## config.mk

```make
export PLATFORM = sky130hd
export DESIGN_NAME = port_credit_tracker
export DESIGN_NICKNAME = d
export VERILOG_FILES = /design/src/design/pct_pkg.sv /design/src/design/port_credit_tracker.sv /design/src/design/pct_ctrl.sv /design/src/design/pct_dp.sv
export SDC_FILE = /design/constraint.sdc
export NUM_CORES = 2
export LEC_CHECK = 0
export BUFFER_PORTS_ARGS = -buffer_cell sky130_fd_sc_hd__buf_2
export CAP_MARGIN = 30
export CELL_PAD_IN_SITES_DETAIL_PLACEMENT = 0
export CELL_PAD_IN_SITES_GLOBAL_PLACEMENT = 1
export CORE_MARGIN = 8
export CORE_UTILIZATION = 45
export CTS_BUF_LIST = sky130_fd_sc_hd__clkbuf_4 sky130_fd_sc_hd__clkbuf_8
export DETAILED_ROUTE_END_ITERATION = 6
export PLACE_DENSITY = 0.78
export SLEW_MARGIN = 0
export SYNTH_ARGS = -nofsm -noshare
export SYNTH_HDL_FRONTEND = slang
export SYNTH_HIERARCHICAL = 1
export SYNTH_SLANG_ARGS = --single-unit
```

## constraint.sdc

```tcl
create_clock -name clk -period 14.5 [get_ports clk]
set_clock_uncertainty 0.15 [all_clocks]
set_input_delay 0.725 -clock clk [delete_from_list [all_inputs] [get_ports clk]]
set_output_delay 0.725 -clock clk [all_outputs]
set_load 0.01 [all_outputs]
```

## src/design/pct_pkg.sv

```systemverilog
// Shared types, constants and helper functions of the port credit tracker.
`default_nettype none

package pct_pkg;

	// Sizes of the tracked state.
	localparam int NUM_PORTS      = 72;
	localparam int NUM_PRIORITIES = 8;

	// Field widths fixed by the stream format.
	localparam int OP_W    = 2;
	localparam int PORT_W  = 7;
	localparam int PRI_W   = 3;
	localparam int MODE_W  = 3;
	localparam int CNT_W   = 6;
	localparam int SUM_W   = 9;
	localparam int ERR_W   = 2;
	localparam int LIMIT_W = 6;
	localparam int MASK_W  = 8;

	// Derived sizes for the row store.
	localparam int ADDR_W    = (NUM_PORTS > 1) ? $clog2(NUM_PORTS) : 1;
	localparam int PRI_IDX_W = (NUM_PRIORITIES > 1) ? $clog2(NUM_PRIORITIES) : 1;

	localparam int S_TDATA_W = 16;
	localparam int M_TDATA_W = 24;

	localparam logic [CNT_W-1:0] CNT_MAX = '1;

	// Credit limits for each speed mode.
	localparam logic [MODE_W-1:0]  MODE_FAST   = 3'd7;
	localparam logic [MODE_W-1:0]  MODE_MEDIUM = 3'd6;
	localparam logic [MODE_W-1:0]  MODE_SLOW   = 3'd5;
	localparam logic [LIMIT_W-1:0] LIMIT_FAST    = 6'd32;
	localparam logic [LIMIT_W-1:0] LIMIT_MEDIUM  = 6'd16;
	localparam logic [LIMIT_W-1:0] LIMIT_SLOW    = 6'd8;
	localparam logic [LIMIT_W-1:0] LIMIT_DEFAULT = 6'd4;

	typedef enum logic [OP_W-1:0] {
		OP_CONSUME  = 2'd0,
		OP_RETURN   = 2'd1,
		OP_SET_MODE = 2'd2,
		OP_QUERY    = 2'd3
	} op_t;

	typedef enum logic [ERR_W-1:0] {
		ERR_NONE       = 2'd0,
		ERR_OVER_LIMIT = 2'd1,
		ERR_UNDERFLOW  = 2'd2
	} err_t;

	typedef enum logic [1:0] {
		ST_IDLE,
		ST_READ,
		ST_UPDATE,
		ST_SUM
	} state_t;

	// One input item as carried on the slave stream.
	typedef struct packed {
		logic [MODE_W-1:0] speed_mode;
		logic [PRI_W-1:0]  priority_req;
		logic [PORT_W-1:0] port;
		op_t               op;
	} item_t;

	// One row of the credit store: the speed mode and all counters of a port.
	typedef struct packed {
		logic [MODE_W-1:0]                     mode;
		logic [NUM_PRIORITIES-1:0][CNT_W-1:0] cnt;
	} row_t;

	// Commands from the controller to the datapath.
	typedef struct packed {
		logic load_item;
		logic read_row;
		logic update_row;
		logic load_result;
	} cmd_t;

	function automatic logic [LIMIT_W-1:0] speed_limit(input logic [MODE_W-1:0] mode);
		logic [LIMIT_W-1:0] lim;
		unique case (mode)
			MODE_FAST:   lim = LIMIT_FAST;
			MODE_MEDIUM: lim = LIMIT_MEDIUM;
			MODE_SLOW:   lim = LIMIT_SLOW;
			default:     lim = LIMIT_DEFAULT;
		endcase
		return lim;
	endfunction

endpackage

`default_nettype wire

```

## src/design/port_credit_tracker.sv

```systemverilog
// Top level of the port credit tracker: stream ports, controller and datapath.
//
//  Channel      Direction  Contents
//  s_*          in         item: op, port, priority_req, speed_mode
//  m_*          out        result: out_port, available, used_sum, error_code
//  pause_mask_* in         pause mask register write
//
// Each item passes through the transfer, the row read, the update with
// write-back, and the credit sum; a new item is taken only when idle.
// Reset clears the per-port row valid bits, so all counters and modes read as
// zero at once; there is no clearing pass.
// A result waiting in the output register does not block the next transfer;
// the sum step waits only when the output register is still full.
`default_nettype none

module port_credit_tracker
	import pct_pkg::*;
(
	input  wire logic                 clk,
	input  wire logic                 arst_n,
	input  wire logic                 s_tvalid,
	output logic                      s_tready,
	// op [1:0], port [8:2], priority_req [11:9], speed_mode [14:12]
	input  wire logic [S_TDATA_W-1:0] s_tdata,
	output logic                      m_tvalid,
	input  wire logic                 m_tready,
	// out_port [6:0], available [7], used_sum [16:8], error_code [18:17]
	output logic [M_TDATA_W-1:0]      m_tdata,
	input  wire logic                 pause_mask_we,
	input  wire logic [MASK_W-1:0]    pause_mask_wdata
);

	cmd_t              cmd;
	item_t             item;
	logic [PORT_W-1:0] res_port;
	logic              res_available;
	logic [SUM_W-1:0]  res_used_sum;
	logic [ERR_W-1:0]  res_error;

	// Unpack the input item.
	assign item = item_t'(s_tdata[$bits(item_t)-1:0]);

	pct_ctrl u_ctrl (
		.clk       (clk),
		.arst_n    (arst_n),
		.in_valid  (s_tvalid),
		.in_ready  (s_tready),
		.out_valid (m_tvalid),
		.out_ready (m_tready),
		.cmd       (cmd)
	);

	pct_dp u_dp (
		.clk           (clk),
		.arst_n        (arst_n),
		.cmd           (cmd),
		.item          (item),
		.mask_we       (pause_mask_we),
		.mask_wdata    (pause_mask_wdata),
		.res_port      (res_port),
		.res_available (res_available),
		.res_used_sum  (res_used_sum),
		.res_error     (res_error)
	);

	// Pack the result, zero filled to whole bytes.
	assign m_tdata = {5'b0, res_error, res_used_sum, res_available, res_port};

endmodule

`default_nettype wire

```

## src/design/pct_ctrl.sv

```systemverilog
// Controller state machine that sequences one item through read, update and sum.
`default_nettype none

module pct_ctrl
	import pct_pkg::*;
(
	input  wire logic clk,
	input  wire logic arst_n,
	input  wire logic in_valid,
	output logic      in_ready,
	output logic      out_valid,
	input  wire logic out_ready,
	output cmd_t      cmd
);

	state_t state_q;
	state_t state_d;
	logic   out_valid_q;
	logic   out_free;

	// The result register can take a new result when empty or being drained.
	assign out_free = !out_valid_q || out_ready;

	// Next state.
	always_comb begin
		state_d = state_q;
		unique case (state_q)
			ST_IDLE: begin
				if (in_valid) begin
					state_d = ST_READ;
				end
			end
			ST_READ:   state_d = ST_UPDATE;
			ST_UPDATE: state_d = ST_SUM;
			ST_SUM: begin
				if (out_free) begin
					state_d = ST_IDLE;
				end
			end
			default:   state_d = ST_IDLE;
		endcase
	end

	// Outputs to the datapath and the input handshake.
	always_comb begin
		cmd         = '0;
		in_ready    = 1'b0;
		unique case (state_q)
			ST_IDLE: begin
				in_ready      = 1'b1;
				cmd.load_item = in_valid;
			end
			ST_READ:   cmd.read_row   = 1'b1;
			ST_UPDATE: cmd.update_row = 1'b1;
			ST_SUM:    cmd.load_result = out_free;
			default:   cmd = '0;
		endcase
	end

	// State and result valid registers.
	always_ff @(posedge clk or negedge arst_n) begin
		if (!arst_n) begin
			state_q     <= ST_IDLE;
			out_valid_q <= 1'b0;
		end else begin
			state_q <= state_d;
			if (cmd.load_result) begin
				out_valid_q <= 1'b1;
			end else if (out_ready) begin
				out_valid_q <= 1'b0;
			end
		end
	end

	assign out_valid = out_valid_q;

endmodule

`default_nettype wire

```

## src/design/pct_dp.sv

```systemverilog
// Datapath: item register, per-port credit row store, counter update and credit sum.
`default_nettype none

module pct_dp
	import pct_pkg::*;
(
	input  wire logic              clk,
	input  wire logic              arst_n,
	input  wire cmd_t              cmd,
	input  wire item_t             item,
	input  wire logic              mask_we,
	input  wire logic [MASK_W-1:0] mask_wdata,
	output logic [PORT_W-1:0]      res_port,
	output logic                   res_available,
	output logic [SUM_W-1:0]       res_used_sum,
	output logic [ERR_W-1:0]       res_error
);

	row_t                    mem [NUM_PORTS];
	logic [NUM_PORTS-1:0]    row_vld_q;
	logic [MASK_W-1:0]       pause_mask_q;

	item_t                   item_q;
	row_t                    rd_row_q;
	logic                    rd_vld_q;
	row_t                    upd_row_q;
	err_t                    upd_err_q;

	logic                    in_range;
	logic                    pri_ok;
	logic [ADDR_W-1:0]       addr;
	logic [PRI_IDX_W-1:0]    pri_idx;
	row_t                    cur_row;
	row_t                    new_row;
	err_t                    new_err;
	logic [CNT_W-1:0]        cnt;
	logic [LIMIT_W-1:0]      cur_limit;
	logic [SUM_W-1:0]        sum;
	logic [LIMIT_W-1:0]      sum_limit;

	assign in_range = {1'b0, item_q.port} < (PORT_W + 1)'(NUM_PORTS);
	assign pri_ok   = {1'b0, item_q.priority_req} < (PRI_W + 1)'(NUM_PRIORITIES);
	assign addr     = item_q.port[ADDR_W-1:0];
	assign pri_idx  = item_q.priority_req[PRI_IDX_W-1:0];

	// Pause mask register.
	always_ff @(posedge clk or negedge arst_n) begin
		if (!arst_n) begin
			pause_mask_q <= '0;
		end else if (mask_we) begin
			pause_mask_q <= mask_wdata;
		end
	end

	// Item register, loaded on the input transfer.
	always_ff @(posedge clk) begin
		if (cmd.load_item) begin
			item_q <= item;
		end
	end

	// Row store read; the per-port valid bit makes a never-written row read as zero.
	always_ff @(posedge clk) begin
		if (cmd.read_row) begin
			rd_row_q <= mem[addr];
		end
	end

	always_ff @(posedge clk or negedge arst_n) begin
		if (!arst_n) begin
			rd_vld_q  <= 1'b0;
			row_vld_q <= '0;
		end else begin
			if (cmd.read_row) begin
				rd_vld_q <= in_range && row_vld_q[addr];
			end
			if (cmd.update_row && in_range) begin
				row_vld_q[addr] <= 1'b1;
			end
		end
	end

	assign cur_row   = rd_vld_q ? rd_row_q : '0;
	assign cur_limit = speed_limit(cur_row.mode);

	// Counter update or mode write for the item's port.
	always_comb begin
		new_row = cur_row;
		new_err = ERR_NONE;
		cnt     = cur_row.cnt[pri_idx];
		if (in_range) begin
			unique case (item_q.op)
				OP_SET_MODE: new_row.mode = item_q.speed_mode;
				OP_CONSUME: begin
					if (pri_ok) begin
						if (({1'b0, cnt} + 7'd1) > {1'b0, cur_limit}) begin
							new_err = ERR_OVER_LIMIT;
						end
						if (cnt != CNT_MAX) begin
							new_row.cnt[pri_idx] = cnt + 1'b1;
						end
					end
				end
				OP_RETURN: begin
					if (pri_ok) begin
						if (cnt == '0) begin
							new_err = ERR_UNDERFLOW;
						end else begin
							new_row.cnt[pri_idx] = cnt - 1'b1;
						end
					end
				end
				default: new_row = cur_row;
			endcase
		end
	end

	// Write back the updated row and keep it for the sum step.
	always_ff @(posedge clk) begin
		if (cmd.update_row) begin
			if (in_range) begin
				mem[addr] <= new_row;
			end
			upd_row_q <= new_row;
			upd_err_q <= new_err;
		end
	end

	// Sum of the counters whose priorities are not paused.
	always_comb begin
		sum = '0;
		for (int p = 0; p < NUM_PRIORITIES; p++) begin
			if (!pause_mask_q[p]) begin
				sum = sum + SUM_W'(upd_row_q.cnt[p]);
			end
		end
	end

	assign sum_limit = speed_limit(upd_row_q.mode);

	// Result register.
	always_ff @(posedge clk) begin
		if (cmd.load_result) begin
			res_port      <= item_q.port;
			res_available <= sum < SUM_W'(sum_limit);
			res_used_sum  <= sum;
			res_error     <= upd_err_q;
		end
	end

endmodule

`default_nettype wire

```

==> metrics.txt <==
Layout area overhead 13.7%; Die X-Extent 583 microns; slowest stage cell, crit path dfrtp_1; clock tree from TritonCTS built; CP Launch Point u_dp/pause_mask_q[0]; pre-CTS setup slack 5.84 ns; Final Core Density slightly above 50%; outcome finished clean; Pint between 15 and 20 mW; Post-Synthesis Cells ~8000; port bufs 48; dpl cells about 12000; nets 8600; Std-Cell Rows ~210; leakage power around 52 nW; hold wc startpoint s_tdata[8]; cts bufs inserted roughly 600; Critical Path Max Stage Delay ~0.47 ns; vias in the first global route between 80000 and 90000; Chip Height between 500 and 600 microns; initial core utilization around 45%; Synth Register Bits just under 4000; share of the yosys chip area belonging to registers 80.6%; Final Max Slew Viols 0; first-pass GRT wire length approximately 630000 microns; Post-synth top flop edfxtp_1; clk_lat worst skew 1.21 ns; Syn Area/Cell 18.0 sq um; Routed Antenna Nets 0; commonest non-fill, non-tap cell in the layout edfxtp_1; number of flops mapped to enable cells by yosys around 3800; Critical Path RT roughly 15 ns; Cell Count, Final, Fillers Out approximately 13000; Buf+Inv Stages, Crit Path 3; Total Routing Usage GR 25.5%; H-tree depth 6; Tightest Pin Transition approximately 1.3 ns; Post-Route WL 451000 microns; asr flop ratio synth 2.16%; most frequent cells in the layout 3810 x edfxtp_1, 1264 x a22oi_1, 615 x clkbuf_8; sw frac 29.1%; clock sinks approximately 3900; delay-heaviest family, CP adder cells; RSZ-0062 raised after global routing false; synth warn 6; final setup fails 0; Clock transition at path regs approximately 0.06 ns; Comb power frac 18.6%; DRT Pass-1 Iters 6; IO Count between 50 and 60; Hold Vio Cnt, Final 0; Clk pwr share approximately a third; routed len/inst between 30 and 40 microns; Final HPWL DP roughly 240000 microns; post-CTS sizing 0; pwr dens 169 nW/um^2; drc violations 0; reg2reg start u_dp/pause_mask_q[0]; largest net degree at the start of global routing 95; Netlist cell types 86; Max Clk Rate approximately 120 MHz; Fill cells between 20000 and 30000; Hold WC Path Type in -> reg; CP startpoint kind flop; Setup crit end kind flop; final period utilization approximately three fifths; 1st-iter DRT viols approximately 13000; layout cells sized above 1 17.6%; root buf cell clkbuf_8; Period minus WS final around 8.6 ns; multi-input combinational cell area approximately 27000 sq um; Slew HR between 15 and 20%; CTS Buffer Depth 4; vias per inst approximately 6.6; core area approximately 320000 sq um; Arrival @ worst endpoint 9.46 ns; Syn Std Cell Area approximately 140000 sq um; initial antenna violation count 36; VDD IR max 223 uV; GRT Residual Overflow 0; Psw between 8 and 9 mW; worst-path fanout max 7; worst setup margin just under 6 ns; Vias 87700; Power Total approximately 28 mW; kind of critical path reg -> reg; die area between 300000 and 400000 sq um; GPL Wtd Cong approximately 0.91; setup_tns 0 ns; Storage cell area approximately 120000 sq um; Crit path top cell by count ha_1; max_cap viols 0; sequential share of power just under 50%
## routing by layer
metal	global-route usage [%]	wire length, microns
met3	8.19	66200
met4	10.2	20700
met5	0	91
met1	33.5	160000
met2	39.5	204000
## worst reg2reg max path, delay by kind of cell (launching register included)
| family | cells | cell delay, ns |
|---|---|---|
| buffers and inverters | 3 | 0.25 |
| muxes | 3 | 0.88 |
| and+or+nand+nor | 8 | 1.03 |
| xor gates and xnor gates | 2 | 0.28 |
| adders and majority gates | 9 | 2.79 |
| AOI/OAI and AO/OA | 14 | 2.57 |
| DFF | 1 | 0.47 |
## worst paths after layout
path | to | slack [ns] | cells past startpoint
setup / recovery | u_dp/res_available | 5.88 | 39
max in group asynchronous | u_dp/row_vld_q[29] | 12.82 | 4
setup reg to reg | u_dp/res_available | 5.88 | 39
hold reg to reg | u_dp/res_error[0] | 0.27 | 0
hold / removal | u_dp/addr[6] | 0.12 | 2
min in group asynchronous | u_dp/pause_mask_q[4] | 0.54 | 4
## power groups by stage
| stage | Combinational, mW | Clock, mW | Sequential, mW |
|---|---|---|---|
| 6_report | 5.16 | 8.99 | 13.6 |
| 5_1_grt | 5.49 | 9.54 | 13.6 |
| 4_1_cts | 5.05 | 9.05 | 13.6 |
| 3_5_place_dp | 5.02 | 0 | 13.8 |
| 3_3_place_gp | 4.93 | 0 | 13.8 |
| 2_1_floorplan | 3.13 | 0 | 13.8 |
## layout make-up
class                           instances  share of cell area, %
Multi-Input combinational cell       3560                   16.3
Clock buffer                          808                   6.03
Timing Repair Buffer                  409                   2.23
Antenna cell                           24                 0.0365
Tap cell                             4305                   3.28
Sequential cell                      3894                   70.9
Inverter                               41                 0.0936
Clock inverter                        262                   1.11
## repair_timing
action | 4_1_cts | 5_1_grt
hold buffers | 39 | 0
hold endpoints to repair | 56 | 0
setup buffers | 0 | 0
## registers in the layout, summed over array words and instances, names as in the netlist, 2 cells and up
register,count
u_dp/mem,3672
u_dp/row_vld_q,72
u_dp/rd_row_q,51
u_dp/upd_row_q,51
u_dp/res_used_sum,9
u_dp/pause_mask_q,8
u_dp/addr,7
u_dp/res_port,7
u_dp/item_q,5
u_dp/pri_idx,3
u_ctrl/state_q,2
u_dp/res_error,2
u_dp/upd_err_q,2
## stage by stage
stage,hold WS [ns],area [sq um]
finish,0.125,164000
global route,0.0935,164000
CTS,0.0227,164000
detailed placement,0.277,152000
global placement,0.269,152000
floorplan,0.250,145000
## logic make-up after synthesis
logic type      after synthesis  share of synthesized area (%)
compound gates             2568                           13.4
xor+xnor                     46                          0.299
fa+ha+maj                    62                          0.573
buf+inv                     572                           1.54
flops                      3894                           80.6
mux                          63                          0.514
other cells                   1                        0.00259
simple gates                816                           3.02
## synth_stat cells (all sizes together), types with 6 or more instances
| cell type | number | area share [%] |
|---|---|---|
| a2111oi | 6 | 0.036 |
| a211o | 13 | 0.079 |
| a211oi | 37 | 0.20 |
| a21o | 15 | 0.078 |
| a21oi | 110 | 0.38 |
| a221oi | 323 | 2.0 |
| a22o | 326 | 2.0 |
| a22oi | 1265 | 6.6 |
| a31oi | 218 | 0.94 |
| and2 | 22 | 0.095 |
| buf | 163 | 0.48 |
| clkbuf | 368 | 0.96 |
| dfrtp | 84 | 1.5 |
| edfxtp | 3810 | 79 |
| fa | 7 | 0.097 |
| ha | 55 | 0.48 |
| inv | 41 | 0.11 |
| mux2 | 27 | 0.21 |
| mux2i | 31 | 0.22 |
| nand2 | 114 | 0.30 |
| nand2b | 18 | 0.078 |
| nand3 | 56 | 0.20 |
| nand3b | 11 | 0.057 |
| nand4 | 236 | 1.0 |
| nor2 | 179 | 0.46 |
| nor2b | 28 | 0.12 |
| nor3 | 24 | 0.083 |
| nor4 | 9 | 0.049 |
| o211ai | 45 | 0.23 |
| o21a | 18 | 0.094 |
| o21ai | 102 | 0.35 |
| o21bai | 8 | 0.042 |
| o221ai | 10 | 0.061 |
| o22ai | 18 | 0.078 |
| o31ai | 7 | 0.046 |
| o32ai | 6 | 0.036 |
| or2 | 82 | 0.36 |
| or3 | 8 | 0.035 |
| or4 | 8 | 0.042 |
| xnor2 | 31 | 0.20 |
| xor2 | 14 | 0.085 |
No activity file was read; power rests on OpenSTA's default activity.
